<file path="config.mk">
export PLATFORM = sky130hd
export DESIGN_NAME = return_completion_tracker_core
export DESIGN_NICKNAME = d
export VERILOG_FILES = /design/src/design/rct_pkg.sv /design/src/design/return_completion_tracker_core.sv /design/src/design/rct_list.sv
export SDC_FILE = /design/constraint.sdc
export NUM_CORES = 2
export LEC_CHECK = 0
export CAP_MARGIN = 20
export CORE_ASPECT_RATIO = 1.25
export CORE_MARGIN = 8
export CORE_UTILIZATION = 50
export CTS_CLUSTER_SIZE = 24
export DETAILED_ROUTE_END_ITERATION = 8
export DONT_BUFFER_PORTS = 1
export GPL_ROUTABILITY_DRIVEN = 0
export SYNTH_ARGS = -nofsm -noshare
export SYNTH_HDL_FRONTEND = slang
export SYNTH_SLANG_ARGS = --single-unit
</file>
<file path="constraint.sdc">
create_clock -name clk -period 5.8 [get_ports clk]
set_input_delay 1.16 -clock clk [delete_from_list [all_inputs] [get_ports clk]]
set_output_delay 1.16 -clock clk [all_outputs]
set_load 0.01 [all_outputs]
</file>
<file path="src/design/rct_pkg.sv">
// Shared codes, widths and handshake structs for the return completion tracker.
package rct_pkg;

  localparam int KEY_W   = 32;
  localparam int DATA_W  = 32;
  localparam int ENT_W   = KEY_W + DATA_W;
  localparam int MODE_W  = 3;
  localparam int ST_W    = 3;
  localparam int SEL_W   = 4;

  localparam logic [MODE_W-1:0] MODE_REG_WAIT = 3'd0;
  localparam logic [MODE_W-1:0] MODE_REG_READ = 3'd1;
  localparam logic [MODE_W-1:0] MODE_RSP_WAIT = 3'd2;
  localparam logic [MODE_W-1:0] MODE_RSP_READ = 3'd3;
  localparam logic [MODE_W-1:0] MODE_QRY_WAIT = 3'd4;
  localparam logic [MODE_W-1:0] MODE_QRY_READ = 3'd5;

  localparam logic [ST_W-1:0] ST_OK   = 3'd0;
  localparam logic [ST_W-1:0] ST_NONE = 3'd1;
  localparam logic [ST_W-1:0] ST_KIND = 3'd2;
  localparam logic [ST_W-1:0] ST_KEY  = 3'd3;
  localparam logic [ST_W-1:0] ST_DUP  = 3'd4;
  localparam logic [ST_W-1:0] ST_FULL = 3'd5;

  localparam logic KIND_WAIT = 1'b0;
  localparam logic KIND_READ = 1'b1;

  localparam logic OP_APPEND = 1'b0;
  localparam logic OP_FIND   = 1'b1;

  typedef struct packed {
    logic              go;
    logic              op;
    logic              rm;
    logic [KEY_W-1:0]  key;
    logic [DATA_W-1:0] data;
  } lst_req_t;

  typedef struct packed {
    logic              done;
    logic              hit;
    logic [DATA_W-1:0] data;
  } lst_rsp_t;

endpackage

</file>
<file path="src/design/return_completion_tracker_core.sv">
// Top level: expected-return queue, response checking and query sequencing.
//
//  channel | dir | ports                         | carries
//  in_     | in  | tvalid tready tdata tuser     | one request (mode in tuser)
//  out_    | out | tvalid tready tdata           | done_res, read_data, status
//
// One item at a time. Registration and query walk the completion list one
// entry a cycle, with a shift pass when a query removes an entry that is
// not the last one.
// Reset empties all three stores through their counts; no clearing pass.
// A waiting result holds the sequencer until out_tready.
module return_completion_tracker_core import rct_pkg::*; #(
  parameter int EXPECT_DEPTH = 16,
  parameter int WAIT_DEPTH   = 16,
  parameter int READ_DEPTH   = 16
) (
  input  logic        clk,
  input  logic        rst_n,
  input  logic        in_tvalid,
  output logic        in_tready,
  // [0] return_requested, [32:1] key, [36:33] dword_select,
  // [68:37] payload, [69] peek
  input  logic [71:0] in_tdata,
  // [2:0] mode
  input  logic [2:0]  in_tuser,
  output logic        out_tvalid,
  input  logic        out_tready,
  // [0] done_res, [32:1] read_data, [35:33] status
  output logic [39:0] out_tdata
);

  localparam int EAW = (EXPECT_DEPTH > 1) ? $clog2(EXPECT_DEPTH) : 1;
  localparam int ECW = $clog2(EXPECT_DEPTH + 1);

  localparam logic [2:0] S_IDLE  = 3'd0;
  localparam logic [2:0] S_DEC   = 3'd1;
  localparam logic [2:0] S_REG   = 3'd2;
  localparam logic [2:0] S_FRONT = 3'd3;
  localparam logic [2:0] S_QRY   = 3'd4;
  localparam logic [2:0] S_FIN   = 3'd5;

  logic [2:0]        st_r, st_nxt;
  logic [MODE_W-1:0] mode_r;
  logic              req_r;
  logic [KEY_W-1:0]  key_r;
  logic [SEL_W-1:0]  sel_r;
  logic [DATA_W-1:0] pay_r;
  logic              peek_r;

  logic [EAW-1:0]    ehead_r, ehead_nxt, etail_r, etail_nxt;
  logic [ECW-1:0]    ecnt_r, ecnt_nxt;
  logic [KEY_W:0]    emem [EXPECT_DEPTH];
  logic [KEY_W:0]    erd_q;
  logic              ewe;

  logic              res_done_r, res_done_nxt;
  logic [DATA_W-1:0] res_data_r, res_data_nxt;
  logic [ST_W-1:0]   res_st_r, res_st_nxt;

  logic              out_tvalid_r;
  logic [39:0]       out_tdata_r;

  lst_req_t          wreq, rreq, lreq;
  lst_rsp_t          wrsp, rrsp, lrsp;
  logic              wfull, rfull, lfull;
  logic              kind;
  logic [KEY_W-1:0]  addr;
  logic [KEY_W-1:0]  rkey;
  logic              efull;

  assign in_tready  = (st_r == S_IDLE);
  assign out_tvalid = out_tvalid_r;
  assign out_tdata  = out_tdata_r;

  assign kind  = mode_r[0];
  assign addr  = key_r + {{(KEY_W-SEL_W-2){1'b0}}, sel_r, 2'b00};
  assign rkey  = (kind == KIND_WAIT) ? pay_r : key_r;
  assign efull = (ecnt_r == ECW'(EXPECT_DEPTH));
  assign lrsp  = (kind == KIND_WAIT) ? wrsp : rrsp;
  assign lfull = (kind == KIND_WAIT) ? wfull : rfull;

  always_ff @(posedge clk) begin
    if (ewe) begin
      emem[etail_r] <= {kind, (kind == KIND_WAIT) ? key_r : addr};
    end
    erd_q <= emem[ehead_r];
  end

  rct_list #(.DEPTH(WAIT_DEPTH)) u_wait (
    .clk  (clk),
    .rst_n(rst_n),
    .req  (wreq),
    .rsp  (wrsp),
    .full (wfull)
  );

  rct_list #(.DEPTH(READ_DEPTH)) u_read (
    .clk  (clk),
    .rst_n(rst_n),
    .req  (rreq),
    .rsp  (rrsp),
    .full (rfull)
  );

  always_comb begin
    st_nxt       = st_r;
    ehead_nxt    = ehead_r;
    etail_nxt    = etail_r;
    ecnt_nxt     = ecnt_r;
    ewe          = 1'b0;
    res_done_nxt = res_done_r;
    res_data_nxt = res_data_r;
    res_st_nxt   = res_st_r;
    lreq         = '0;
    lreq.key     = (mode_r == MODE_REG_READ) ? addr : key_r;
    lreq.data    = pay_r;
    case (st_r)
      S_IDLE: begin
        if (in_tvalid) begin
          st_nxt = S_DEC;
        end
      end
      S_DEC: begin
        res_done_nxt = 1'b0;
        res_data_nxt = '0;
        res_st_nxt   = ST_OK;
        st_nxt       = S_FIN;
        case (mode_r)
          MODE_REG_WAIT, MODE_REG_READ: begin
            if (mode_r == MODE_REG_READ || req_r) begin
              if (efull) begin
                res_st_nxt = ST_FULL;
              end else begin
                lreq.go = 1'b1;
                lreq.op = OP_FIND;
                st_nxt  = S_REG;
              end
            end
          end
          MODE_RSP_WAIT, MODE_RSP_READ: begin
            if (ecnt_r == '0) begin
              res_st_nxt = ST_NONE;
            end else if (lfull) begin
              res_st_nxt = ST_FULL;
            end else begin
              st_nxt = S_FRONT;
            end
          end
          MODE_QRY_WAIT, MODE_QRY_READ: begin
            lreq.go = 1'b1;
            lreq.op = OP_FIND;
            lreq.rm = !peek_r;
            st_nxt  = S_QRY;
          end
          default: begin
            st_nxt = S_FIN;
          end
        endcase
      end
      S_REG: begin
        if (lrsp.done) begin
          ewe          = 1'b1;
          etail_nxt    = (etail_r == EAW'(EXPECT_DEPTH - 1)) ? '0 : etail_r + EAW'(1);
          ecnt_nxt     = ecnt_r + ECW'(1);
          res_done_nxt = 1'b1;
          res_st_nxt   = lrsp.hit ? ST_DUP : ST_OK;
          st_nxt       = S_FIN;
        end
      end
      S_FRONT: begin
        if (erd_q[KEY_W] != kind) begin
          res_st_nxt = ST_KIND;
        end else if (erd_q[KEY_W-1:0] != rkey) begin
          res_st_nxt = ST_KEY;
        end
        ehead_nxt    = (ehead_r == EAW'(EXPECT_DEPTH - 1)) ? '0 : ehead_r + EAW'(1);
        ecnt_nxt     = ecnt_r - ECW'(1);
        lreq.go      = 1'b1;
        lreq.op      = OP_APPEND;
        lreq.key     = rkey;
        res_done_nxt = 1'b1;
        st_nxt       = S_FIN;
      end
      S_QRY: begin
        if (lrsp.done) begin
          res_done_nxt = lrsp.hit;
          res_data_nxt = (kind == KIND_READ && lrsp.hit) ? lrsp.data : '0;
          st_nxt       = S_FIN;
        end
      end
      S_FIN: begin
        if (!out_tvalid_r || out_tready) begin
          st_nxt = S_IDLE;
        end
      end
      default: begin
        st_nxt = S_IDLE;
      end
    endcase
  end

  always_comb begin
    wreq    = lreq;
    rreq    = lreq;
    wreq.go = lreq.go && (kind == KIND_WAIT);
    rreq.go = lreq.go && (kind == KIND_READ);
  end

  always_ff @(posedge clk) begin
    if (!rst_n) begin
      st_r         <= S_IDLE;
      ehead_r      <= '0;
      etail_r      <= '0;
      ecnt_r       <= '0;
      out_tvalid_r <= 1'b0;
    end else begin
      st_r    <= st_nxt;
      ehead_r <= ehead_nxt;
      etail_r <= etail_nxt;
      ecnt_r  <= ecnt_nxt;
      if (st_r == S_FIN && (!out_tvalid_r || out_tready)) begin
        out_tvalid_r <= 1'b1;
      end else if (out_tready) begin
        out_tvalid_r <= 1'b0;
      end
    end
  end

  always_ff @(posedge clk) begin
    res_done_r <= res_done_nxt;
    res_data_r <= res_data_nxt;
    res_st_r   <= res_st_nxt;
    if (in_tvalid && in_tready) begin
      mode_r <= in_tuser;
      req_r  <= in_tdata[0];
      key_r  <= in_tdata[32:1];
      sel_r  <= in_tdata[36:33];
      pay_r  <= in_tdata[68:37];
      peek_r <= in_tdata[69];
    end
    if (st_r == S_FIN && (!out_tvalid_r || out_tready)) begin
      out_tdata_r <= {4'b0000, res_st_r, res_data_r, res_done_r};
    end
  end

endmodule

</file>
<file path="src/design/rct_list.sv">
// Completion list: ordered store with linear search, append and delete-by-shift.
module rct_list import rct_pkg::*; #(
  parameter int DEPTH = 16
) (
  input  logic     clk,
  input  logic     rst_n,
  input  lst_req_t req,
  output lst_rsp_t rsp,
  output logic     full
);

  localparam int AW = (DEPTH > 1) ? $clog2(DEPTH) : 1;
  localparam int CW = $clog2(DEPTH + 1);
  localparam int SW = CW + 1;

  localparam logic [1:0] L_IDLE  = 2'd0;
  localparam logic [1:0] L_SCAN  = 2'd1;
  localparam logic [1:0] L_SHIFT = 2'd2;

  logic [1:0]        st_r, st_nxt;
  logic [CW-1:0]     cnt_r, cnt_nxt;
  logic [CW-1:0]     iss_r, iss_nxt;
  logic              pend_r, pend_nxt;
  logic [AW-1:0]     cmp_r, cmp_nxt;
  logic [AW-1:0]     wr_r, wr_nxt;
  logic [KEY_W-1:0]  key_r, key_nxt;
  logic              rm_r, rm_nxt;
  logic [DATA_W-1:0] dat_r, dat_nxt;
  lst_rsp_t          rsp_r, rsp_nxt;

  logic [ENT_W-1:0]  mem [DEPTH];
  logic [ENT_W-1:0]  rd_q;
  logic              we;
  logic [AW-1:0]     wa, ra;
  logic [ENT_W-1:0]  wd;
  logic              more;

  assign full = (cnt_r == CW'(DEPTH));
  assign rsp  = rsp_r;
  assign more = (iss_r < cnt_r);

  always_ff @(posedge clk) begin
    if (we) begin
      mem[wa] <= wd;
    end
    rd_q <= mem[ra];
  end

  always_comb begin
    st_nxt   = st_r;
    cnt_nxt  = cnt_r;
    iss_nxt  = iss_r;
    pend_nxt = pend_r;
    cmp_nxt  = cmp_r;
    wr_nxt   = wr_r;
    key_nxt  = key_r;
    rm_nxt   = rm_r;
    dat_nxt  = dat_r;
    rsp_nxt  = '0;
    we       = 1'b0;
    wa       = cnt_r[AW-1:0];
    wd       = {req.data, req.key};
    ra       = iss_r[AW-1:0];
    case (st_r)
      L_IDLE: begin
        if (req.go) begin
          if (req.op == OP_APPEND) begin
            if (!full) begin
              we      = 1'b1;
              cnt_nxt = cnt_r + CW'(1);
            end
          end else begin
            key_nxt  = req.key;
            rm_nxt   = req.rm;
            iss_nxt  = '0;
            pend_nxt = 1'b0;
            st_nxt   = L_SCAN;
          end
        end
      end
      L_SCAN: begin
        // one read issued per cycle, compared the cycle after
        if (more) begin
          iss_nxt  = iss_r + CW'(1);
          pend_nxt = 1'b1;
          cmp_nxt  = iss_r[AW-1:0];
        end else begin
          pend_nxt = 1'b0;
        end
        if (pend_r && rd_q[KEY_W-1:0] == key_r) begin
          dat_nxt  = rd_q[ENT_W-1:KEY_W];
          pend_nxt = 1'b0;
          if (rm_r && (SW'(cmp_r) + SW'(1) < SW'(cnt_r))) begin
            wr_nxt = cmp_r;
            ra     = AW'(SW'(cmp_r) + SW'(1));
            st_nxt = L_SHIFT;
          end else begin
            if (rm_r) begin
              cnt_nxt = cnt_r - CW'(1);
            end
            rsp_nxt.done = 1'b1;
            rsp_nxt.hit  = 1'b1;
            rsp_nxt.data = rd_q[ENT_W-1:KEY_W];
            st_nxt       = L_IDLE;
          end
        end else if (!pend_r && !more) begin
          rsp_nxt.done = 1'b1;
          st_nxt       = L_IDLE;
        end
      end
      L_SHIFT: begin
        // entry wr+1 arrives, lands at wr; fetch wr+2 meanwhile
        we     = 1'b1;
        wa     = wr_r;
        wd     = rd_q;
        wr_nxt = AW'(SW'(wr_r) + SW'(1));
        if (SW'(wr_r) + SW'(2) < SW'(cnt_r)) begin
          ra = AW'(SW'(wr_r) + SW'(2));
        end else begin
          cnt_nxt      = cnt_r - CW'(1);
          rsp_nxt.done = 1'b1;
          rsp_nxt.hit  = 1'b1;
          rsp_nxt.data = dat_r;
          st_nxt       = L_IDLE;
        end
      end
      default: begin
        st_nxt = L_IDLE;
      end
    endcase
  end

  always_ff @(posedge clk) begin
    if (!rst_n) begin
      st_r   <= L_IDLE;
      cnt_r  <= '0;
      iss_r  <= '0;
      pend_r <= 1'b0;
      rsp_r  <= '0;
    end else begin
      st_r   <= st_nxt;
      cnt_r  <= cnt_nxt;
      iss_r  <= iss_nxt;
      pend_r <= pend_nxt;
      rsp_r  <= rsp_nxt;
    end
  end

  always_ff @(posedge clk) begin
    cmp_r <= cmp_nxt;
    wr_r  <= wr_nxt;
    key_r <= key_nxt;
    rm_r  <= rm_nxt;
    dat_r <= dat_nxt;
  end

endmodule

</file>
==> run_summary.xml <==
<?xml version="1.0" encoding="UTF-8"?>
<metrics>
  <group name="route">
    <metric name="via_count" unit="">64170</metric>
    <metric name="routed-wl-met3" unit="mm">21.90</metric>
    <metric name="detail_route.first_pass.iterations" unit="">5</metric>
    <metric name="drtAntennaViolNets" unit="">0</metric>
    <metric name="wirelength_met1" unit="mm">131.8</metric>
    <metric name="postRouteWirelength" unit="mm">327.2</metric>
    <metric name="detail_route.iter0.violations" unit="">6584</metric>
    <metric name="detail_route.wl_per_cell" unit="µm">30.66</metric>
    <metric name="viasPerCell" unit="">6.015</metric>
    <metric name="detailroute.wirelength.met2" unit="mm">158.8</metric>
    <metric name="drc_errors" unit="">0</metric>
    <metric name="top_layer_used" unit="">met5</metric>
  </group>
  <group name="setup_path">
    <metric name="worst-endpoint-required" unit="ps">6320</metric>
    <metric name="timing.setup.critical_path_class" unit="">flip-flop to flip-flop</metric>
    <metric name="worst_path_max_delay_cell" unit="">sky130_fd_sc_hd__o21ai_1</metric>
    <metric name="worst-path-stages" unit="">13</metric>
    <metric name="crit_path_start_kind" unit="">flip-flop</metric>
    <metric name="setup.worst_path.end_class" unit="">flip-flop</metric>
    <metric name="crit_path_max_incr_delay" unit="ps">790</metric>
    <metric name="crit_path_max_fanout" unit="">16</metric>
    <metric name="reg2reg_slack" unit="ps">990</metric>
    <metric name="timing.critical_path.arrival" unit="ps">5320</metric>
    <metric name="path_cells" unit="">ha_1 -&gt; inv_1 -&gt; fa_1 -&gt; nor2b_1 -&gt; o21ai_0 -&gt; nor2b_1 -&gt; nor4_1 -&gt; and3_1 -&gt; nand4_1 -&gt; xnor2_1 -&gt; a21oi_2 -&gt; buf_4 -&gt; o21ai_1</metric>
    <metric name="worst_path_dominant_cell_family" unit="">simple AND/OR/NAND/NOR gates</metric>
    <metric name="cp_num_buf_inv" unit="">2</metric>
    <metric name="timing.reg2reg.worst_path_depth" unit="">13</metric>
    <metric name="library_cell_appearing_most_often_on_the_critical_path" unit="">sky130_fd_sc_hd__nor2b_1</metric>
  </group>
  <group name="timing">
    <metric name="skew" unit="ps">44.41</metric>
    <metric name="setup_tns_final" unit="ps">0</metric>
    <metric name="worst_pin_slew" unit="ps">1188</metric>
    <metric name="final_min_period_over_clock_period" unit="%">82.89</metric>
    <metric name="finalCriticalPeriod" unit="ps">4807</metric>
    <metric name="max_freq" unit="MHz">208.0</metric>
    <metric name="final_hold_viol_count" unit="">0</metric>
    <metric name="rsz0062_at_grt" unit="">no</metric>
    <metric name="finalSetupViolations" unit="">0</metric>
    <metric name="number_of_pins_with_negative_max_slew_slack_in_the_final_report" unit="">0</metric>
    <metric name="max_slew_margin" unit="%">20.78</metric>
  </group>
  <group name="global_routing">
    <metric name="antenna_violations_before_repair" unit="">30</metric>
    <metric name="grt_start_max_net_pins" unit="">121</metric>
    <metric name="global_route.usage.total" unit="%">24.35</metric>
    <metric name="first_pass_grt_wire_length" unit="mm">461.5</metric>
    <metric name="grt.overflow.total" unit="">0</metric>
    <metric name="number_of_global_route_vias_before_repair" unit="">64070</metric>
  </group>
  <group name="logic_synthesis">
    <metric name="syn_area_per_cell" unit="µm²">17.78</metric>
    <metric name="ys_seq_area_share" unit="%">74.85</metric>
    <metric name="synth_warnings" unit="">0</metric>
    <metric name="cells_after_synth" unit="">6879</metric>
    <metric name="asyncSetResetFlopFracSynth" unit="%">0</metric>
    <metric name="synth-edff-count" unit="">2867</metric>
    <metric name="postSynthRegisterBits" unit="">3139</metric>
    <metric name="syn_area" unit="mm²">0.1223</metric>
    <metric name="synth_ff_type" unit="">sky130_fd_sc_hd__edfxtp_1</metric>
    <metric name="library_cells_used_by_synthesis" unit="">86</metric>
  </group>
  <group name="layout">
    <metric name="areaGrowthSynthToFinish" unit="%">13.25</metric>
    <metric name="multi_input_area" unit="mm²">0.02917</metric>
    <metric name="post-route-cell-area" unit="mm²">0.1385</metric>
    <metric name="proportion_of_layout_cells_with_a_drive_suffix_above_1" unit="%">14.70</metric>
    <metric name="area.sequential" unit="mm²">0.09155</metric>
    <metric name="final_nets" unit="">7258</metric>
    <metric name="fillers" unit="">18390</metric>
  </group>
  <group name="pwr">
    <metric name="power.leakage" unit="nW">52.54</metric>
    <metric name="power_per_cell_area" unit="mW/mm²">346.1</metric>
    <metric name="worst_vdd_drop" unit="V">0.0002889</metric>
    <metric name="pnr_total_power" unit="W">0.04794</metric>
  </group>
  <group name="floorplanning">
    <metric name="die-area" unit="mm²">0.2608</metric>
    <metric name="std_cell_rows" unit="">203</metric>
    <metric name="starting_density_of_the_core" unit="%">50.11</metric>
    <metric name="core_region_area" unit="mm²">0.2441</metric>
    <metric name="number_of_ports_placed_on_the_die_boundary" unit="">121</metric>
    <metric name="die_width" unit="µm">458.4</metric>
    <metric name="fp.dieH" unit="µm">569.0</metric>
  </group>
  <group name="clock_network">
    <metric name="clkSinkCount" unit="">3139</metric>
    <metric name="clk-insertion-delay-late" unit="ps">880</metric>
    <metric name="post-cts-setup-buffers" unit="">0</metric>
    <metric name="clock_tree.htree_level_count" unit="">5</metric>
    <metric name="clkTransAtPathRegs" unit="ps">60</metric>
    <metric name="cts_inserted_buffers" unit="">314</metric>
    <metric name="cts_hold_repair.buffers" unit="">0</metric>
    <metric name="post_cts.resized_instances" unit="">0</metric>
    <metric name="tritoncts" unit="">built</metric>
    <metric name="clk_root_buffer_cell" unit="">sky130_fd_sc_hd__clkbuf_16</metric>
    <metric name="cts_buffer_depth" unit="">4</metric>
  </group>
  <group name="worst_hold_path">
    <metric name="hold_path_class" unit="">input port to flip-flop</metric>
    <metric name="min_delay_path_depth" unit="">0</metric>
  </group>
  <group name="place">
    <metric name="post-dp-hpwl" unit="mm">192.4</metric>
    <metric name="post_dp_area" unit="mm²">0.1280</metric>
    <metric name="portBuffers" unit="">0</metric>
  </group>
  <group name="status">
    <metric name="status" unit="">finished clean</metric>
  </group>
  <group name="flow_run">
    <metric name="maxCapViolations" unit="">0</metric>
  </group>
</metrics>
routing by layer:
layer / up-vias / track usage, %
met5: - / 0
met3: 587 / 3.947
met2: 2346 / 40.50
li1: 27760 / -
met4: 4 / 9.967
met1: 33470 / 32.17
per-stage QoR:
step | util, % | worst slack (ps) | instances | hold slack [ps]
after floorplan | - | 545.7 | 6882 | 400.3
after global placement | 52.42 | 1155 | 10050 | 403.6
after CTS | 56.65 | 963.2 | 10630 | 311.5
final | 56.74 | 992.6 | 10670 | 370.4
after detailed placement | 52.46 | 1024 | 10060 | 404.5
after global routing | 56.73 | 736.7 | 10660 | 338.0
worst reg2reg max path: stages, from the launching register on:
cell                       delay (ps)
sky130_fd_sc_hd__edfxtp_1         420
sky130_fd_sc_hd__ha_1             200
sky130_fd_sc_hd__inv_1             60
sky130_fd_sc_hd__fa_1             400
sky130_fd_sc_hd__nor2b_1          130
sky130_fd_sc_hd__o21ai_0          170
sky130_fd_sc_hd__nor2b_1          280
sky130_fd_sc_hd__nor4_1           700
sky130_fd_sc_hd__and3_1           550
sky130_fd_sc_hd__nand4_1          200
sky130_fd_sc_hd__xnor2_1          240
sky130_fd_sc_hd__a21oi_2           70
sky130_fd_sc_hd__buf_4            220
sky130_fd_sc_hd__o21ai_1          800
worst paths after layout:
kind	from	end
setup / recovery	key_r[2]	u_wait.mem[8][26]
hold / removal	in_tdata[48]	pay_r[11]
setup reg to reg	key_r[2]	u_wait.mem[8][26]
hold reg to reg	res_data_r[1]	out_tdata[2]
state kept, by name, summed over array words and instances (netlist names), 33 cells and up:
name	cells
u_wait.mem	1024
emem	528
u_read.rd_q	64
u_read.mem	1024
u_wait.rd_q	64
out_tdata	36
erd_q	33
u_read.rsp	34
u_wait.rsp	34
area by class of cell:
type,instances,share of cell area (%)
clock inverters,155,1.129
well taps,3280,2.963
repair buffers,283,2.248
multi-input cells,3298,21.06
diodes,14,0.02529
flip-flops and latches,3139,66.10
inverters,81,0.2204
clock buffers,419,6.259
report_power, final:
part	switching, W	internal (W)
logic	0.00148	0.000451
clock network	0.00846	0.0118
registers	0.000296	0.0255
total	0.0102	0.0377
cells in the mapped netlist, drive strengths merged, types with 4 or more instances:
master | instances | area share, %
edfxtp | 2867 | 70
mux2i | 1288 | 11
dfxtp | 272 | 4.5
o22ai | 257 | 1.3
nand2 | 240 | 0.74
nor2 | 225 | 0.70
buf | 214 | 1.1
o21ai | 183 | 0.75
mux4 | 165 | 3.0
clkbuf | 150 | 0.46
a22oi | 130 | 0.80
xnor2 | 117 | 0.84
inv | 81 | 0.25
mux2 | 79 | 0.73
or4 | 69 | 0.42
a221oi | 64 | 0.46
ha | 58 | 0.59
a21oi | 56 | 0.24
xor2 | 47 | 0.34
nand4 | 34 | 0.17
and2 | 27 | 0.14
and3 | 25 | 0.13
nand3 | 24 | 0.11
nor3 | 23 | 0.098
nor4 | 22 | 0.11
nand2b | 17 | 0.087
a21o | 16 | 0.098
a31oi | 14 | 0.072
a21boi | 11 | 0.068
nor2b | 10 | 0.051
o221ai | 8 | 0.057
o211ai | 7 | 0.043
o32ai | 7 | 0.050
and4 | 6 | 0.043
fa | 4 | 0.065
nand4b | 4 | 0.034
o211a | 4 | 0.033
o21a | 4 | 0.025
or3 | 4 | 0.020
cell families after synthesis:
group                    synth area share (%)
AND/OR/NAND/NOR                         2.959
AO/OA/AOI/OAI                           4.254
XOR/XNOR                                1.174
multiplexers                            14.31
buffers and inverters                   1.799
flip-flops                              74.85
other                                0.003066
adder cells (fa/ha/maj)                0.6588
cell usage in the layout, fill, tap and decap left out, drive strengths merged, types with 11 or more instances in the layout:
master	instances
mux2	79
a31oi	14
xnor2	117
nor2	225
and2	27
clkinv	105
xor2	47
a21boi	11
a21oi	56
a22oi	130
a21o	16
o22ai	257
mux4	165
inv	92
dfxtp	272
diode	14
clkinvlp	11
edfxtp	2867
o21ai	183
nand2	240
nand4	34
nor4	22
nand2b	17
and3	25
bufinv	28
nor3	23
or4	69
buf	283
nand3	24
mux2i	1288
a221oi	64
ha	58
clkbuf	419
(Power assumes the default switching activity.)
